**config.mk**
```make
export PLATFORM = sky130hd
export DESIGN_NAME = drfg_queue
export DESIGN_NICKNAME = d
export VERILOG_FILES = /design/src/rtl/diffuse_ray_fan_generator_assert.svh /design/src/rtl/drfg_pkg.sv /design/src/rtl/drfg_queue.sv
export SDC_FILE = /design/constraint.sdc
export NUM_CORES = 1
export LEC_CHECK = 0
export ABC_AREA = 0
export BUFFER_PORTS_ARGS = -buffer_cell sky130_fd_sc_hd__buf_2
export CORE_MARGIN = 1.5
export CORE_UTILIZATION = 47
export DETAILED_ROUTE_END_ITERATION = 8
export PLACE_DENSITY = 0.75
export SLEW_MARGIN = 20
export SYNTH_ARGS = -nofsm -noshare
export SYNTH_HDL_FRONTEND = slang
export SYNTH_SLANG_ARGS = --single-unit
```
**constraint.sdc**
```tcl
create_clock -name clk_i -period 4.4 [get_ports clk_i]
set_input_delay 0.66 -clock clk_i [delete_from_list [all_inputs] [get_ports clk_i]]
set_output_delay 0.66 -clock clk_i [all_outputs]
set_load 0.05 [all_outputs]
```
**src/rtl/diffuse_ray_fan_generator_assert.svh**
```systemverilog
// Assertion macros for the block's modules; drfg_back includes them.
`ifndef DIFFUSE_RAY_FAN_GENERATOR_ASSERT_SVH
`define DIFFUSE_RAY_FAN_GENERATOR_ASSERT_SVH
`ifndef NO_ASSERTIONS
`define DRFG_ASSERT(label, prop, msg) \
  label: assert property (@(posedge clk_i) disable iff (!rst_ni) prop) else $error(msg);
`define DRFG_ASSERT_NEVER(label, cond, msg) \
  label: assert property (@(posedge clk_i) disable iff (!rst_ni) !(cond)) else $error(msg);
`else
`define DRFG_ASSERT(label, prop, msg)
`define DRFG_ASSERT_NEVER(label, cond, msg)
`endif
`endif

```
**src/rtl/drfg_pkg.sv**
```systemverilog
`timescale 1ns / 1ps
package drfg_pkg;

  localparam int unsigned MAX_DIM     = 4096;
  localparam int unsigned DIM_W       = 13;
  localparam int unsigned DVD_W       = 43;
  localparam int unsigned QUEUE_DEPTH = 2;

  localparam logic [63:0] HALF_PI_Q30 = 64'd1686629713;
  localparam logic [63:0] ONE_Q30     = 64'd1073741824;

  localparam int unsigned SIN_DEN [8] = '{6, 20, 42, 72, 110, 156, 210, 272};
  localparam int unsigned COS_DEN [8] = '{2, 12, 30, 56, 90, 132, 182, 240};

  typedef enum logic [3:0] {
    REG_COLS   = 4'd0,
    REG_ROWS   = 4'd1,
    REG_RADIAL = 4'd2,
    REG_AXIAL  = 4'd3,
    REG_WIDTH  = 4'd4,
    REG_HEIGHT = 4'd5,
    REG_Z      = 4'd6,
    REG_WAVE   = 4'd7
  } cfg_reg_e;

  typedef struct packed {
    logic [12:0]        image_cols;
    logic [12:0]        image_rows;
    logic [3:0]         radial_count;
    logic [3:0]         axial_count;
    logic [30:0]        plane_width;
    logic [30:0]        plane_height;
    logic signed [31:0] plane_z;
    logic [31:0]        wave_length;
  } cfg_t;

  typedef struct packed {
    logic signed [31:0] origin_x;
    logic signed [31:0] origin_y;
    logic [7:0]         level;
  } job_t;

  typedef logic signed [31:0] q30_tab_t [64];
  typedef logic signed [15:0] q15_tab_t [64];

  // Divide by a step count of 1..8 (literal divisors only).
  function automatic logic [63:0] div_small(input logic [63:0] x, input logic [3:0] n);
    logic [63:0] res;
    case (n)
      4'd2: res = x / 2;
      4'd3: res = x / 3;
      4'd4: res = x / 4;
      4'd5: res = x / 5;
      4'd6: res = x / 6;
      4'd7: res = x / 7;
      4'd8: res = x / 8;
      default: res = x;
    endcase
    return res;
  endfunction

  // Taylor sine and cosine on [0, pi/2), Q2.30; returns {sin, cos}.
  function automatic logic [63:0] sin_cos_q30(input logic [63:0] t);
    logic [63:0]        t2, ts, tc;
    logic signed [63:0] s_acc, c_acc;
    t2    = (t * t) >> 30;
    ts    = t;
    tc    = ONE_Q30;
    s_acc = signed'(t);
    c_acc = signed'(ONE_Q30);
    for (int k = 0; k < 8; k++) begin
      ts = ((ts * t2) >> 30) / SIN_DEN[k];
      tc = ((tc * t2) >> 30) / COS_DEN[k];
      if ((k & 1) == 0) begin
        s_acc = s_acc - signed'(ts);
        c_acc = c_acc - signed'(tc);
      end else begin
        s_acc = s_acc + signed'(ts);
        c_acc = c_acc + signed'(tc);
      end
    end
    return {s_acc[31:0], c_acc[31:0]};
  endfunction

  // Round to nearest with ties away from zero, then saturate to Q1.15.
  function automatic logic signed [15:0] round_sat16(input logic signed [63:0] v,
                                                     input int unsigned sh);
    logic [63:0]        mag, rr, neg;
    logic signed [15:0] res;
    mag = v[63] ? (64'd0 - v) : v;
    rr  = (mag + (64'd1 << (sh - 1))) >> sh;
    if (rr > 64'd32768) rr = 64'd32768;
    neg = 64'd0 - rr;
    if (v[63]) res = neg[15:0];
    else if (rr > 64'd32767) res = 16'sd32767;
    else res = rr[15:0];
    return res;
  endfunction

  // Index {count-1, step}: polar angle tables.
  function automatic q30_tab_t build_theta_s();
    q30_tab_t    tab;
    logic [5:0]  ix;
    logic [63:0] sc;
    for (int i = 0; i < 64; i++) begin
      ix     = 6'(i);
      sc     = sin_cos_q30(div_small(64'(ix[2:0]) * HALF_PI_Q30, {1'b0, ix[5:3]} + 4'd1));
      tab[i] = sc[63:32];
    end
    return tab;
  endfunction

  function automatic q15_tab_t build_dir_z();
    q15_tab_t    tab;
    logic [5:0]  ix;
    logic [63:0] sc;
    for (int i = 0; i < 64; i++) begin
      ix     = 6'(i);
      sc     = sin_cos_q30(div_small(64'(ix[2:0]) * HALF_PI_Q30, {1'b0, ix[5:3]} + 4'd1));
      tab[i] = round_sat16(64'(signed'(sc[31:0])), 15);
    end
    return tab;
  endfunction

  // Azimuth tables with quadrant folding; sel_cos picks cos phi, else sin phi.
  function automatic q30_tab_t build_phi(input logic sel_cos);
    q30_tab_t           tab;
    logic [5:0]         ix;
    logic [3:0]         n;
    logic [63:0]        q4, quo, rem, sc;
    logic signed [31:0] s0, c0, sp, cp;
    for (int i = 0; i < 64; i++) begin
      ix  = 6'(i);
      n   = {1'b0, ix[5:3]} + 4'd1;
      q4  = 64'(ix[2:0]) * 64'd4;
      quo = div_small(q4, n);
      rem = q4 - quo * 64'(n);
      sc  = sin_cos_q30(div_small(rem * HALF_PI_Q30, n));
      s0  = sc[63:32];
      c0  = sc[31:0];
      case (quo[1:0])
        2'd0: begin sp = s0;  cp = c0;  end
        2'd1: begin sp = c0;  cp = -s0; end
        2'd2: begin sp = -s0; cp = -c0; end
        default: begin sp = -c0; cp = s0; end
      endcase
      tab[i] = sel_cos ? cp : sp;
    end
    return tab;
  endfunction

  localparam q30_tab_t THETA_S = build_theta_s();
  localparam q15_tab_t DIR_Z   = build_dir_z();
  localparam q30_tab_t PHI_C   = build_phi(1'b1);
  localparam q30_tab_t PHI_S   = build_phi(1'b0);

  typedef enum logic [1:0] {F_IDLE, F_DIV, F_DONE} front_state_e;
  typedef enum logic [1:0] {B_IDLE, B_LOOK, B_MUL, B_EMIT} back_state_e;

endpackage

```
**src/rtl/drfg_queue.sv**
```systemverilog
`timescale 1ns / 1ps
module drfg_queue
  import drfg_pkg::*;
(
  input  logic clk_i,
  input  logic rst_ni,
  input  logic push_valid_i,
  output logic push_ready_o,
  input  job_t push_data_i,
  output logic pop_valid_o,
  input  logic pop_ready_i,
  output job_t pop_data_o
);

  job_t       mem_q [QUEUE_DEPTH];
  logic       wr_q, rd_q;
  logic [1:0] cnt_q;
  logic       push, pop;

  assign push_ready_o = cnt_q != 2'(QUEUE_DEPTH);
  assign pop_valid_o  = cnt_q != 2'd0;
  assign push         = push_valid_i && push_ready_o;
  assign pop          = pop_valid_o && pop_ready_i;
  assign pop_data_o   = mem_q[rd_q];

  always_ff @(posedge clk_i or negedge rst_ni) begin
    if (!rst_ni) begin
      wr_q  <= 1'b0;
      rd_q  <= 1'b0;
      cnt_q <= '0;
    end else begin
      if (push) wr_q <= ~wr_q;
      if (pop) rd_q <= ~rd_q;
      cnt_q <= cnt_q + 2'(push) - 2'(pop);
    end
  end

  always_ff @(posedge clk_i) begin
    if (push) mem_q[wr_q] <= push_data_i;
  end

endmodule

```
== Word level (Yosys, flattened, before mapping) ==
Memory sizes are Yosys's and may differ from the RTL's.
Cells that the tools add are included.
Storage, ports and cells
  flip-flop bits (word level): 4
  bits in writable memories: 144
  bits of input ports: 76
  output and inout port bits: 74
  memories kept: 1
Memories
  mem_q: words 2, bits a word 72, rd ports 1, clocked after Yosys merged registers in 0, wr ports 1, line drfg_queue.sv:15  | job_t mem_q [QUEUE_DEPTH];
Cells by class
  $add $sub $neg: 2
  equal/unequal tests: 1
  multiplexer cells: 2
  bitwise logic cells: 2
  reduce and logical (&&, ||, !) cells: 3
Operators by type and width (count)
  adder 2 x 1 -> 2 bit: 1
  logical AND 1 bit: 2
  two-way mux 1 bit: 2
  inequality test 2 bit, second input constant: 1
  NOT 1 bit: 2
  nonzero test 2 bit: 1
  subtractor 2 x 1 -> 2 bit: 1

== Logic depth before layout (Yosys ltp) ==
  depth in word-level cells: 4
  depth in mapped cells: 7

== Least setup slack after synthesis ==
Ideal clock, no wire load.
  path kind: reg2reg
  from: reg cnt_q[0]
  to: mem mem_q[0][0] (netlist name), enable pin
  arrival: 4.030 ns
  data required time: 3.897 ns
  slack: -0.133 ns
  stages on the path, launching flop included: 4
  path buffers: 0
  period minus slack after synthesis: 4.533 ns
  path through: dfrtp_1 > nand2b_1 > nand2_1 > nor2_1
Between the ends
  word-level cells in the longest chain between the ends: 4
Ends and longest elaborated chain
  from (decl): line drfg_queue.sv:17  | logic [1:0] cnt_q;
  from (signal assigned): line drfg_queue.sv:34  | cnt_q <= cnt_q + 2'(push) - 2'(pop);
  inequality test 2 bit: line drfg_queue.sv:20  | assign push_ready_o = cnt_q != 2'(QUEUE_DEPTH);
  via push_ready_o: line drfg_queue.sv:8  | output logic push_ready_o,
  logical AND 1 bit: line drfg_queue.sv:22  | assign push = push_valid_i && push_ready_o;
  two-way mux 1 bit: line drfg_queue.sv:39  | if (push) mem_q[wr_q] <= push_data_i;
  two-way mux 1 bit (implied by the code): line drfg_queue.sv:39
  to (decl): line drfg_queue.sv:15
The timed path passes the listed nets, and every way through them passes these cells.

==> key figures <==
Detailed routing
  – Antenna viol nets, final: 0
  – Wire length per cell: 16.26 um
  – Number of DRC markers in iteration 0: 107
  – Drt total wl: 9186 um
  – DRC: 0
  – Via Count: 2743
  – First drt pass iteration count: 4
  – Vias per inst: 4.855

Clock network
  – Resized cells post-CTS: 0
  – Cts bufs inserted: 17
  – Clock slew at reported path FFs: 50 ps
  – Clock root buffer: clkbuf_16
  – Clock Latency Late Sink: 420 ps
  – Clk buf depth: 2
  – Post-CTS Hold Fix Bufs: 0
  – Htree depth: 4
  – Sink Count: 148
  – CTS tree: done
  – Post-CTS setup buffer count: 0

Timing
  – Max Freq: 335.0 MHz
  – Max-slew violation count: 0
  – Worst-margin pin slew: 1011 ps
  – Period utilization: 67.83%
  – Clock Skews: 4.400 ps
  – Post-layout min period: 2985 ps
  – Final setup violation count: 0
  – Final Hold Viols: 0
  – RSZ-0062 raised after global routing: false
  – Setup_tns: 0 ps
  – Relative slew slack: 32.60%

Floorplanning
  – Die Area: 12890 sq um
  – Initial core utilization: 48.02%
  – Die X: 113.6 um
  – Core Region: 11960 sq um
  – Die height: 113.6 um
  – I/O pin count: 150
  – Row cnt: 40

Logic synthesis
  – YS warnings: 0
  – Synthesized cell area: 5744 sq um
  – Avg Inst Size Synth: 23.84 sq um
  – Sequential area share after synthesis: 77.02%
  – Syn nets: 319
  – Post-Synthesis Cells: 241
  – Post-synth cell types: 16
  – Register bit total from synthesis: 148

Setup path
  – R2r startpoint: cnt_q[1]
  – R2R setup slack: 2530 ps
  – Worst Path Required: 3740 ps
  – R2R depth: 2
  – Crit path capture type: primary output
  – Setup CP Type: register to primary output
  – Reg2reg end: mem_q[1][27]
  – Arr. time, crit path: 2320 ps
  – Crit Path Max Fanout: 35
  – Crit path launch type: register

Placement
  – GP Congestion: 0.6858
  – Post-DP HPWL: 5962 um
  – Port buffer count: 149

Power
  – Pwr dens: 805.0 nW/um^2
  – VDD IR max: 602.4 uV
  – Static Leakage: 2.877 nW

Layout
  – N_diodes: 0
  – Layout cells sized above 1: 60.77%
  – Commonest non-fill, non-tap cell in the layout: buf_2
  – Area Growth Syn to Fin: 23.63%
  – Commonest non-fill, non-tap cells in the layout: buf_2, edfxtp_1, mux2_4
  – Final net count: 483
  – Final core utilization: 59.37%

Job
  – Max-cap violations: 0

Min path
  – Worst min path class: input port to async pin

GRT
  – GRT Total Usage: 14.80%
  – Largest net degree at the start of global routing: 73
  – Initial antenna violation count: 1
  – Vias in the first global route: 2749
  – First-pass GRT wire length: 13660 um
  – GRT overflow: 0

Run status
  – Status: completed
worst max path at each step:
| stage | from | end | slack [ps] | depth (start not counted) |
|---|---|---|---|---|
| global placement | rd_q | pop_data_o[5] | 1840 | 3 |
| global route | rd_q | pop_data_o[18] | 1300 | 3 |
| CTS | rd_q | pop_data_o[29] | 1370 | 3 |
| detailed placement | rd_q | pop_data_o[29] | 1820 | 3 |
| floorplan | cnt_q[0] | mem_q[0][0] | 1070 | 3 |
| finish | rd_q | pop_data_o[39] | 1420 | 3 |
cell usage after synthesis (all sizes together):
master / instances / area, sq um
edfxtp: 144 / 4324
mux2: 72 / 1070
buf: 8 / 151.4
dfrtp: 4 / 100.1
xnor2: 3 / 26.28
ha: 2 / 25.02
and2: 1 / 8.760
and3: 1 / 6.260
inv: 1 / 3.750
nand2: 1 / 3.750
nand2b: 1 / 6.260
nor2: 1 / 3.750
or2: 1 / 6.260
xor2: 1 / 8.760
area by class of cell:
cell class	instances	area (sq um)
Tap cell	147	183.9
Timing Repair Buffer	153	808.3
Multi-Input combinational cell	84	1177
Fill cell	877	4860
Inverter	1	3.754
Sequential cell	148	4428
Clock buffer	25	465.4
Clock inverter	7	35.03
metrics by stage:
step	hold slack, ps	std cells	cell area (sq um)	total power (W)	worst slack (ps)
detailed placement	470.4	532	6574	0.004544	1824
global route	28.45	565	7102	0.005950	1305
CTS	19.10	564	7074	0.005775	1370
global placement	467.8	532	6574	0.004506	1842
floorplan	364.4	241	5747	0.004208	1070
finish	40.87	565	7102	0.005717	1415
critical path: stages (launching register included):
cell and delay [ps]:
dfrtp_4 850, buf_4 500, mux2_4 340, buf_2 210
layer usage:
metal,routed length [um],global-route usage (%),part of all wire (%),vias to the layer above
met2,4653,24.34,51,108
met3,651,5.685,7.1,18
met5,0,0,0,-
met4,225,8.833,2.4,0
met1,3656,16.39,40,1334
li1,-,-,-,1283
state kept, by name (all words and copies together) (netlist names):
| register | cells |
|---|---|
| rd_q | 1 |
| wr_q | 1 |
| mem_q | 144 |
| cnt_q | 2 |
report_power, final:
| group | switching [W] | internal, W |
|---|---|---|
| Combinational | 0.00161 | 0.000793 |
| Sequential | 0.000168 | 0.00193 |
| Clock | 0.000489 | 0.000726 |
| Total | 0.00226 | 0.00345 |
logic make-up (layout without fill, tap and decap cells):
| group | count (synthesis) | after routing | share of synthesized area, % |
|---|---|---|---|
| xor+xnor | 4 | 4 | 0.6100 |
| fa+ha+maj | 2 | 2 | 0.4356 |
| buf+inv | 9 | 186 | 2.701 |
| flops | 148 | 148 | 77.02 |
| mux | 72 | 72 | 18.62 |
| simple gates | 6 | 6 | 0.6100 |
Note: power is estimated with default switching activity, not from simulation.
