## config.mk

```make
export PLATFORM = sky130hd
export DESIGN_NAME = drfg_front
export DESIGN_NICKNAME = d
export VERILOG_FILES = /design/src/rtl/diffuse_ray_fan_generator_assert.svh /design/src/rtl/drfg_pkg.sv /design/src/rtl/drfg_front.sv
export SDC_FILE = /design/constraint.sdc
export NUM_CORES = 2
export LEC_CHECK = 0
export ABC_AREA = 1
export BUFFER_PORTS_ARGS = -buffer_cell sky130_fd_sc_hd__buf_2
export CAP_MARGIN = 20
export CORE_MARGIN = 2
export CORE_UTILIZATION = 30
export CTS_CLUSTER_SIZE = 12
export DETAILED_ROUTE_END_ITERATION = 6
export PLACE_DENSITY = 0.48
export SKIP_LAST_GASP = 1
export SLEW_MARGIN = 30
export SYNTH_ARGS = -nofsm -noshare
export SYNTH_HDL_FRONTEND = slang
export SYNTH_SLANG_ARGS = --single-unit
```

## constraint.sdc

```tcl
create_clock -name clk_i -period 7.1 [get_ports clk_i]
set_input_delay 2.13 -clock clk_i [delete_from_list [all_inputs] [get_ports clk_i]]
set_output_delay 2.13 -clock clk_i [all_outputs]
set_load 0.02 [all_outputs]
```

## src/rtl/diffuse_ray_fan_generator_assert.svh

```systemverilog
// Assertion macros for the block's modules; drfg_back includes them.
`ifndef DIFFUSE_RAY_FAN_GENERATOR_ASSERT_SVH
`define DIFFUSE_RAY_FAN_GENERATOR_ASSERT_SVH
`ifndef NO_ASSERTIONS
`define DRFG_ASSERT(label, prop, msg) \
  label: assert property (@(posedge clk_i) disable iff (!rst_ni) prop) else $error(msg);
`define DRFG_ASSERT_NEVER(label, cond, msg) \
  label: assert property (@(posedge clk_i) disable iff (!rst_ni) !(cond)) else $error(msg);
`else
`define DRFG_ASSERT(label, prop, msg)
`define DRFG_ASSERT_NEVER(label, cond, msg)
`endif
`endif

```

## src/rtl/drfg_pkg.sv

```systemverilog
`timescale 1ns / 1ps
package drfg_pkg;

  localparam int unsigned MAX_DIM     = 4096;
  localparam int unsigned DIM_W       = 13;
  localparam int unsigned DVD_W       = 43;
  localparam int unsigned QUEUE_DEPTH = 2;

  localparam logic [63:0] HALF_PI_Q30 = 64'd1686629713;
  localparam logic [63:0] ONE_Q30     = 64'd1073741824;

  localparam int unsigned SIN_DEN [8] = '{6, 20, 42, 72, 110, 156, 210, 272};
  localparam int unsigned COS_DEN [8] = '{2, 12, 30, 56, 90, 132, 182, 240};

  typedef enum logic [3:0] {
    REG_COLS   = 4'd0,
    REG_ROWS   = 4'd1,
    REG_RADIAL = 4'd2,
    REG_AXIAL  = 4'd3,
    REG_WIDTH  = 4'd4,
    REG_HEIGHT = 4'd5,
    REG_Z      = 4'd6,
    REG_WAVE   = 4'd7
  } cfg_reg_e;

  typedef struct packed {
    logic [12:0]        image_cols;
    logic [12:0]        image_rows;
    logic [3:0]         radial_count;
    logic [3:0]         axial_count;
    logic [30:0]        plane_width;
    logic [30:0]        plane_height;
    logic signed [31:0] plane_z;
    logic [31:0]        wave_length;
  } cfg_t;

  typedef struct packed {
    logic signed [31:0] origin_x;
    logic signed [31:0] origin_y;
    logic [7:0]         level;
  } job_t;

  typedef logic signed [31:0] q30_tab_t [64];
  typedef logic signed [15:0] q15_tab_t [64];

  // Divide by a step count of 1..8 (literal divisors only).
  function automatic logic [63:0] div_small(input logic [63:0] x, input logic [3:0] n);
    logic [63:0] res;
    case (n)
      4'd2: res = x / 2;
      4'd3: res = x / 3;
      4'd4: res = x / 4;
      4'd5: res = x / 5;
      4'd6: res = x / 6;
      4'd7: res = x / 7;
      4'd8: res = x / 8;
      default: res = x;
    endcase
    return res;
  endfunction

  // Taylor sine and cosine on [0, pi/2), Q2.30; returns {sin, cos}.
  function automatic logic [63:0] sin_cos_q30(input logic [63:0] t);
    logic [63:0]        t2, ts, tc;
    logic signed [63:0] s_acc, c_acc;
    t2    = (t * t) >> 30;
    ts    = t;
    tc    = ONE_Q30;
    s_acc = signed'(t);
    c_acc = signed'(ONE_Q30);
    for (int k = 0; k < 8; k++) begin
      ts = ((ts * t2) >> 30) / SIN_DEN[k];
      tc = ((tc * t2) >> 30) / COS_DEN[k];
      if ((k & 1) == 0) begin
        s_acc = s_acc - signed'(ts);
        c_acc = c_acc - signed'(tc);
      end else begin
        s_acc = s_acc + signed'(ts);
        c_acc = c_acc + signed'(tc);
      end
    end
    return {s_acc[31:0], c_acc[31:0]};
  endfunction

  // Round to nearest with ties away from zero, then saturate to Q1.15.
  function automatic logic signed [15:0] round_sat16(input logic signed [63:0] v,
                                                     input int unsigned sh);
    logic [63:0]        mag, rr, neg;
    logic signed [15:0] res;
    mag = v[63] ? (64'd0 - v) : v;
    rr  = (mag + (64'd1 << (sh - 1))) >> sh;
    if (rr > 64'd32768) rr = 64'd32768;
    neg = 64'd0 - rr;
    if (v[63]) res = neg[15:0];
    else if (rr > 64'd32767) res = 16'sd32767;
    else res = rr[15:0];
    return res;
  endfunction

  // Index {count-1, step}: polar angle tables.
  function automatic q30_tab_t build_theta_s();
    q30_tab_t    tab;
    logic [5:0]  ix;
    logic [63:0] sc;
    for (int i = 0; i < 64; i++) begin
      ix     = 6'(i);
      sc     = sin_cos_q30(div_small(64'(ix[2:0]) * HALF_PI_Q30, {1'b0, ix[5:3]} + 4'd1));
      tab[i] = sc[63:32];
    end
    return tab;
  endfunction

  function automatic q15_tab_t build_dir_z();
    q15_tab_t    tab;
    logic [5:0]  ix;
    logic [63:0] sc;
    for (int i = 0; i < 64; i++) begin
      ix     = 6'(i);
      sc     = sin_cos_q30(div_small(64'(ix[2:0]) * HALF_PI_Q30, {1'b0, ix[5:3]} + 4'd1));
      tab[i] = round_sat16(64'(signed'(sc[31:0])), 15);
    end
    return tab;
  endfunction

  // Azimuth tables with quadrant folding; sel_cos picks cos phi, else sin phi.
  function automatic q30_tab_t build_phi(input logic sel_cos);
    q30_tab_t           tab;
    logic [5:0]         ix;
    logic [3:0]         n;
    logic [63:0]        q4, quo, rem, sc;
    logic signed [31:0] s0, c0, sp, cp;
    for (int i = 0; i < 64; i++) begin
      ix  = 6'(i);
      n   = {1'b0, ix[5:3]} + 4'd1;
      q4  = 64'(ix[2:0]) * 64'd4;
      quo = div_small(q4, n);
      rem = q4 - quo * 64'(n);
      sc  = sin_cos_q30(div_small(rem * HALF_PI_Q30, n));
      s0  = sc[63:32];
      c0  = sc[31:0];
      case (quo[1:0])
        2'd0: begin sp = s0;  cp = c0;  end
        2'd1: begin sp = c0;  cp = -s0; end
        2'd2: begin sp = -s0; cp = -c0; end
        default: begin sp = -c0; cp = s0; end
      endcase
      tab[i] = sel_cos ? cp : sp;
    end
    return tab;
  endfunction

  localparam q30_tab_t THETA_S = build_theta_s();
  localparam q15_tab_t DIR_Z   = build_dir_z();
  localparam q30_tab_t PHI_C   = build_phi(1'b1);
  localparam q30_tab_t PHI_S   = build_phi(1'b0);

  typedef enum logic [1:0] {F_IDLE, F_DIV, F_DONE} front_state_e;
  typedef enum logic [1:0] {B_IDLE, B_LOOK, B_MUL, B_EMIT} back_state_e;

endpackage

```

## src/rtl/drfg_front.sv

```systemverilog
`timescale 1ns / 1ps
module drfg_front
  import drfg_pkg::*;
(
  input  logic        clk_i,
  input  logic        rst_ni,
  input  cfg_t        cfg_i,
  input  logic        in_valid_i,
  output logic        in_ready_o,
  input  logic [11:0] pixel_col_i,
  input  logic [11:0] pixel_row_i,
  input  logic [7:0]  pixel_level_i,
  output logic        push_valid_o,
  input  logic        push_ready_i,
  output job_t        job_o
);

  function automatic logic [DIM_W-1:0] clamp_dim(input logic [DIM_W-1:0] v);
    logic [DIM_W-1:0] res;
    if (v == '0) res = DIM_W'(1);
    else if (v > DIM_W'(MAX_DIM)) res = DIM_W'(MAX_DIM);
    else res = v;
    return res;
  endfunction

  // q - span/2, saturated high (q is never negative)
  function automatic logic signed [31:0] map_sat(input logic [DVD_W-1:0] q,
                                                 input logic [30:0] span);
    logic signed [DVD_W+1:0] diff;
    diff = signed'({2'b00, q}) - signed'((DVD_W+2)'(span >> 1));
    if (diff > signed'((DVD_W+2)'(32'h7fffffff))) return 32'sh7fffffff;
    return diff[31:0];
  endfunction

  front_state_e     state_q, state_d;
  logic [5:0]       cnt_q, cnt_d;
  logic [DVD_W-1:0] dvd_x_q, dvd_x_d, dvd_y_q, dvd_y_d;
  logic [DIM_W-1:0] rem_x_q, rem_x_d, rem_y_q, rem_y_d;
  logic [7:0]       lvl_q, lvl_d;
  logic [DIM_W-1:0] div_x, div_y;
  logic [DIM_W:0]   sh_x, sh_y;
  logic             ge_x, ge_y;

  assign div_x = clamp_dim(cfg_i.image_cols);
  assign div_y = clamp_dim(cfg_i.image_rows);
  assign sh_x  = {rem_x_q, dvd_x_q[DVD_W-1]};
  assign sh_y  = {rem_y_q, dvd_y_q[DVD_W-1]};
  assign ge_x  = sh_x >= {1'b0, div_x};
  assign ge_y  = sh_y >= {1'b0, div_y};

  always_ff @(posedge clk_i or negedge rst_ni) begin
    if (!rst_ni) begin
      state_q <= F_IDLE;
      cnt_q   <= '0;
    end else begin
      state_q <= state_d;
      cnt_q   <= cnt_d;
    end
  end

  always_ff @(posedge clk_i) begin
    dvd_x_q <= dvd_x_d;
    dvd_y_q <= dvd_y_d;
    rem_x_q <= rem_x_d;
    rem_y_q <= rem_y_d;
    lvl_q   <= lvl_d;
  end

  always_comb begin
    state_d      = state_q;
    cnt_d        = cnt_q;
    dvd_x_d      = dvd_x_q;
    dvd_y_d      = dvd_y_q;
    rem_x_d      = rem_x_q;
    rem_y_d      = rem_y_q;
    lvl_d        = lvl_q;
    in_ready_o   = 1'b0;
    push_valid_o = 1'b0;
    case (state_q)
      F_IDLE: begin
        in_ready_o = 1'b1;
        if (in_valid_i) begin
          dvd_x_d = DVD_W'(pixel_col_i) * DVD_W'(cfg_i.plane_width);
          dvd_y_d = DVD_W'(pixel_row_i) * DVD_W'(cfg_i.plane_height);
          rem_x_d = '0;
          rem_y_d = '0;
          lvl_d   = pixel_level_i;
          cnt_d   = '0;
          state_d = F_DIV;
        end
      end
      F_DIV: begin
        // restoring step: quotient bits shift in where dividend bits leave
        rem_x_d = ge_x ? DIM_W'(sh_x - {1'b0, div_x}) : DIM_W'(sh_x);
        rem_y_d = ge_y ? DIM_W'(sh_y - {1'b0, div_y}) : DIM_W'(sh_y);
        dvd_x_d = {dvd_x_q[DVD_W-2:0], ge_x};
        dvd_y_d = {dvd_y_q[DVD_W-2:0], ge_y};
        cnt_d   = cnt_q + 6'd1;
        if (cnt_q == 6'(DVD_W - 1)) state_d = F_DONE;
      end
      F_DONE: begin
        push_valid_o = 1'b1;
        if (push_ready_i) state_d = F_IDLE;
      end
      default: state_d = F_IDLE;
    endcase
  end

  assign job_o.origin_x = map_sat(dvd_x_q, cfg_i.plane_width);
  assign job_o.origin_y = map_sat(dvd_y_q, cfg_i.plane_height);
  assign job_o.level    = lvl_q;

endmodule

```

Word level (Yosys, flattened, before mapping)
Cells that the tools add are included.

word-level totals
  word-level logic and storage cells = 60
  output and inout bits = 74
  input port bits = 196
  flip-flop bits (word level) = 128

operators by class
  $mul = 2
  order comparisons = 6
  muxes and demuxes = 27
  equal/unequal tests = 6
  add/subtract/negate cells = 5
  reduce and logical (&&, ||, !) cells = 7

operators by type and width
  cell                  count
  $pmux 43 s2           2
  $mux 32               4
  $mux 13               7
  $gt 44x32->1 const B  2
  $sub 43x30->44        2
  $mul 12x31->43        2
  $mux 43               2
  $pmux 13 s2           2
  $ge 14x13->1          2
  $gt 13x13->1 const B  2
  $logic_not 13->1      2
  $sub 13x13->13        2
  $pmux 6 s2            1
  $add 6x1->6 const B   1
  $eq 6x6->1 const B    1
  $mux 2                3
  $mux 6                1
  $ne 2x2->1 const B    3
  $pmux 2 s3            1
  $mux 1                4
  $reduce_and 2->1      2
  $reduce_and 3->1      1
  $eq 2x1->1 const B    1
  $eq 2x2->1 const B    1
  other kinds (2)       2

Longest topological paths before layout
  depth after elaboration = 6
  mapped depth = 26

Worst setup path after synthesis
OpenSTA, ideal clock, no wires.

  kind = input to register
  start = input cfg_i[83] (netlist name)
  end = register dvd_y_q[42] (data pin)
  arrival = 6.791 ns
  data required time = 6.846 ns
  slack = 0.055 ns
  cell stages on the path = 22
  library setup time = 0.254 ns
  path through = clkbuf_1 -> nand2_1 -> fa_1 -> inv_1 -> fa_1 -> fa_1 -> fa_1 -> inv_1 -> fa_1 -> inv_1 -> ha_1 -> inv_1 -> o21bai_1 -> a21oi_1 -> o21ai_0 -> a21oi_1 -> nand3_1 -> nand2_1 -> nand2_1 -> or2_2 -> nand3_1 -> nand2_1

between the ends
  word-level cells in the longest chain between the ends = 3

ends and longest elaborated chain
  what                   line              source
  from (decl)            drfg_front.sv:7   input cfg_t cfg_i,
  $mul 12x31->43         drfg_front.sv:84  dvd_y_d = DVD_W'(pixel_row_i) * DVD_W'(cfg_i.plane_height);
  $mux 43                drfg_front.sv:82  if (in_valid_i) begin
  $pmux 43 s2            drfg_front.sv:79  case (state_q)
  named net dvd_y_d[42]  drfg_front.sv:37  logic [DVD_W-1:0] dvd_x_q, dvd_x_d, dvd_y_q, dvd_y_d;
  to (signal assigned)   drfg_front.sv:63  dvd_y_q <= dvd_y_d;
  to (decl)              drfg_front.sv:37

The timed path passes the listed nets, and every way through them passes these cells. The select of a mux whose other input is x is not followed.
A chain may end at the register's enable or synchronous reset.

==> run metrics <==
number of global-route vias before repair=35,700; clock input transition at the sequential cells of the worst setup and hold paths=0.07 ns; area of the multi-input gates=0.0288 mm2; commonest cells after routing, fill and taps aside=nand2_1 (1,617), inv_1 (1,332), fa_1 (582), buf_4 (542), nor2_1 (201); most common cell after layout, fill and taps aside=nand2_1; initial antenna violation count=8; Top Usage Layer GRT=met2; TritonCTS buffer count=17; Yosys reg bits=128; met3 GRT Util=1.52%; sequential area share after synthesis=10.3%; WP data arrival=4.87 ns; Hold Violations, Final=0; nets=6,969; Rel. slew slack=43.3%; Cell variety after synth=47; mean area per synthesized cell=6.96 um2; Critical Path End Type=output pin; Core Rows=128; number of H-tree levels=4; port bufs=197; Post-Syn Instances=5,302; Post-synth ARST share=6.25%; Mapped Area=0.0369 mm2; kind of critical path=primary input to output pin; DR vias=34,100; area share of the largest cell type after synthesis=31.7%; root buf cell=clkbuf_16; RSZ-0062 raised after global routing=yes; Critical Path RT=4.97 ns; via/cell ratio=4.50; met1 Use GR=20.9%; Synth area leader=fa_1; Initial Util=30.3%; Final Skew=0.00928 ns; Synth Flop Type=edfxtp_1; Max Freq=143 MHz; # IOs=270; critical path startpoint category=primary input; synth warn=0; WHS=0.512 ns; worst slew pin tran=0.850 ns; die height=355 um; status=finished, final reports clean; EDFF count, synth=120; max-cap violation count=0; residual DRC count=0; Final min period=7.00 ns; gpl congestion=0.925; Hold Buf Count CTS=0; max-slew violations=0; HP Class=flip-flop to flip-flop; fill cell count=13,100; clk sink count=128; Inserted Diodes=0; Routed Antenna Nets=0; DR iter-0 viols=1,750; gr ovfl total=0; final worst-path cycle share=98.6%; GR Util All Layers=18.4%; global routing met2 resource utilization=36.8%; worst skew pair latency=0.45 ns; Layout area overhead=26.4%; clk buf depth=2; Synthesized Nets=6,332; synth top area cells=fa_1 (32%), nand2_1 (17%), inv_1 (14%), edfxtp_1 (9.8%), ha_1 (8.5%); Initial DRT Pass Iterations=7; final wirelength=117,000 um; CTS tree=yes; dpl hpwl=101,000 um; first-pass GRT wire length=187,000 um; largest net degree at the start of global routing=77; FF+latch area=0.00380 mm2; die area=0.126 mm2; total core area=0.122 mm2; Wirelength per Cell=15.5 um; final setup vio count=0; chip width=355 um; CP max FO=8; layout cells sized above 1=19.6%
==> synth_stat cells (43+ instances only) <==
master	number
fa_1	584
nand2_1	1684
o21ai_0	187
ha_1	250
a21oi_1	185
edfxtp_1	120
clkbuf_1	157
inv_1	1348
xnor2_1	70
nand3_1	156
nand4_1	43
nor2_1	249
==> stage by stage <==
stage          util [%]  setup TNS [ns]  instances  area, um2  worst slack [ns]
4_1_cts            36.6               0       7544      44700           0.00113
3_5_place_dp       36.0          -24.65       7512      43900            -0.657
2_1_floorplan         -               0       5302      36900            0.0549
5_1_grt            38.3           -2.07       7577      46600            -0.190
6_report           38.3               0       7577      46600             0.100
3_3_place_gp       36.0          -23.60       7512      43900            -0.662
==> layer usage <==
metal | part of all wire (%) | up-vias
li1 | - | 17000
met3 | 2.5 | 126
met2 | 55 | 502
met1 | 41 | 16500
met4 | 2.1 | 4
met5 | 0.019 | -
==> final timing paths <==
| kind | cells past startpoint | to | start | slack, ns |
|---|---|---|---|---|
| setup / recovery | 20 | job_o[12] | cfg_i[85] | 0.10 |
| hold / removal | 1 | cnt_q[4] | cnt_q[3] | 0.51 |
| setup reg to reg | 10 | rem_y_q[8] | dvd_y_q[42] | 3.97 |
| hold reg to reg | 1 | cnt_q[4] | cnt_q[3] | 0.51 |
| max in group asynchronous | 1 | cnt_q[2] | rst_ni | 5.41 |
| min in group asynchronous | 1 | state_q[1] | rst_ni | 1.52 |
==> worst max-delay path: stages <==
cell	delay, ns
clkbuf_4	0.15
buf_6	0.12
buf_4	0.14
clkinvlp_4	0.16
ha_4	0.28
a21oi_1	0.13
buf_4	0.13
nor2_1	0.04
nor2_2	0.20
nand2_2	0.12
a21oi_4	0.19
nand2_2	0.10
o21ai_1	0.12
nand2_1	0.06
nor2_1	0.10
nand3_1	0.12
nand2_4	0.16
buf_12	0.16
nand2_1	0.08
buf_2	0.17
==> layout make-up <==
class	instances	share of cell area (%)
clock buffer	19	0.929
clock inverter	13	0.451
inverter	1349	10.9
multi-input combinational	3659	61.7
sequential	128	8.16
tap	1625	4.36
timing repair buffer	784	13.5
==> flip-flops by register name (all words and copies together), names as in the netlist <==
register / count
rem_x_q: 13
dvd_x_q: 43
state_q: 2
rem_y_q: 13
lvl_q: 8
cnt_q: 6
dvd_y_q: 43
==> logic make-up (layout without fill, tap and decap cells) <==
kind of cell | count (synthesis) | count (layout) | synth area share [%]
compound gates | 467 | 467 | 6.81
xor+xnor | 107 | 107 | 2.54
fa+ha+maj | 834 | 834 | 40.2
buf+inv | 1515 | 2165 | 15.5
flops | 128 | 128 | 10.3
simple gates | 2251 | 2251 | 24.6
==> timing repair <==
action	in CTS	in global routing
setup endpoints to repair	80	109
gates resized for setup	30	432
gates cloned	0	12
pin swaps	0	67
setup buffers	0	21
Power is left out: the tool's default activity adds up to more than one toggle a clock period on the data nets, which glitch-free logic cannot reach.
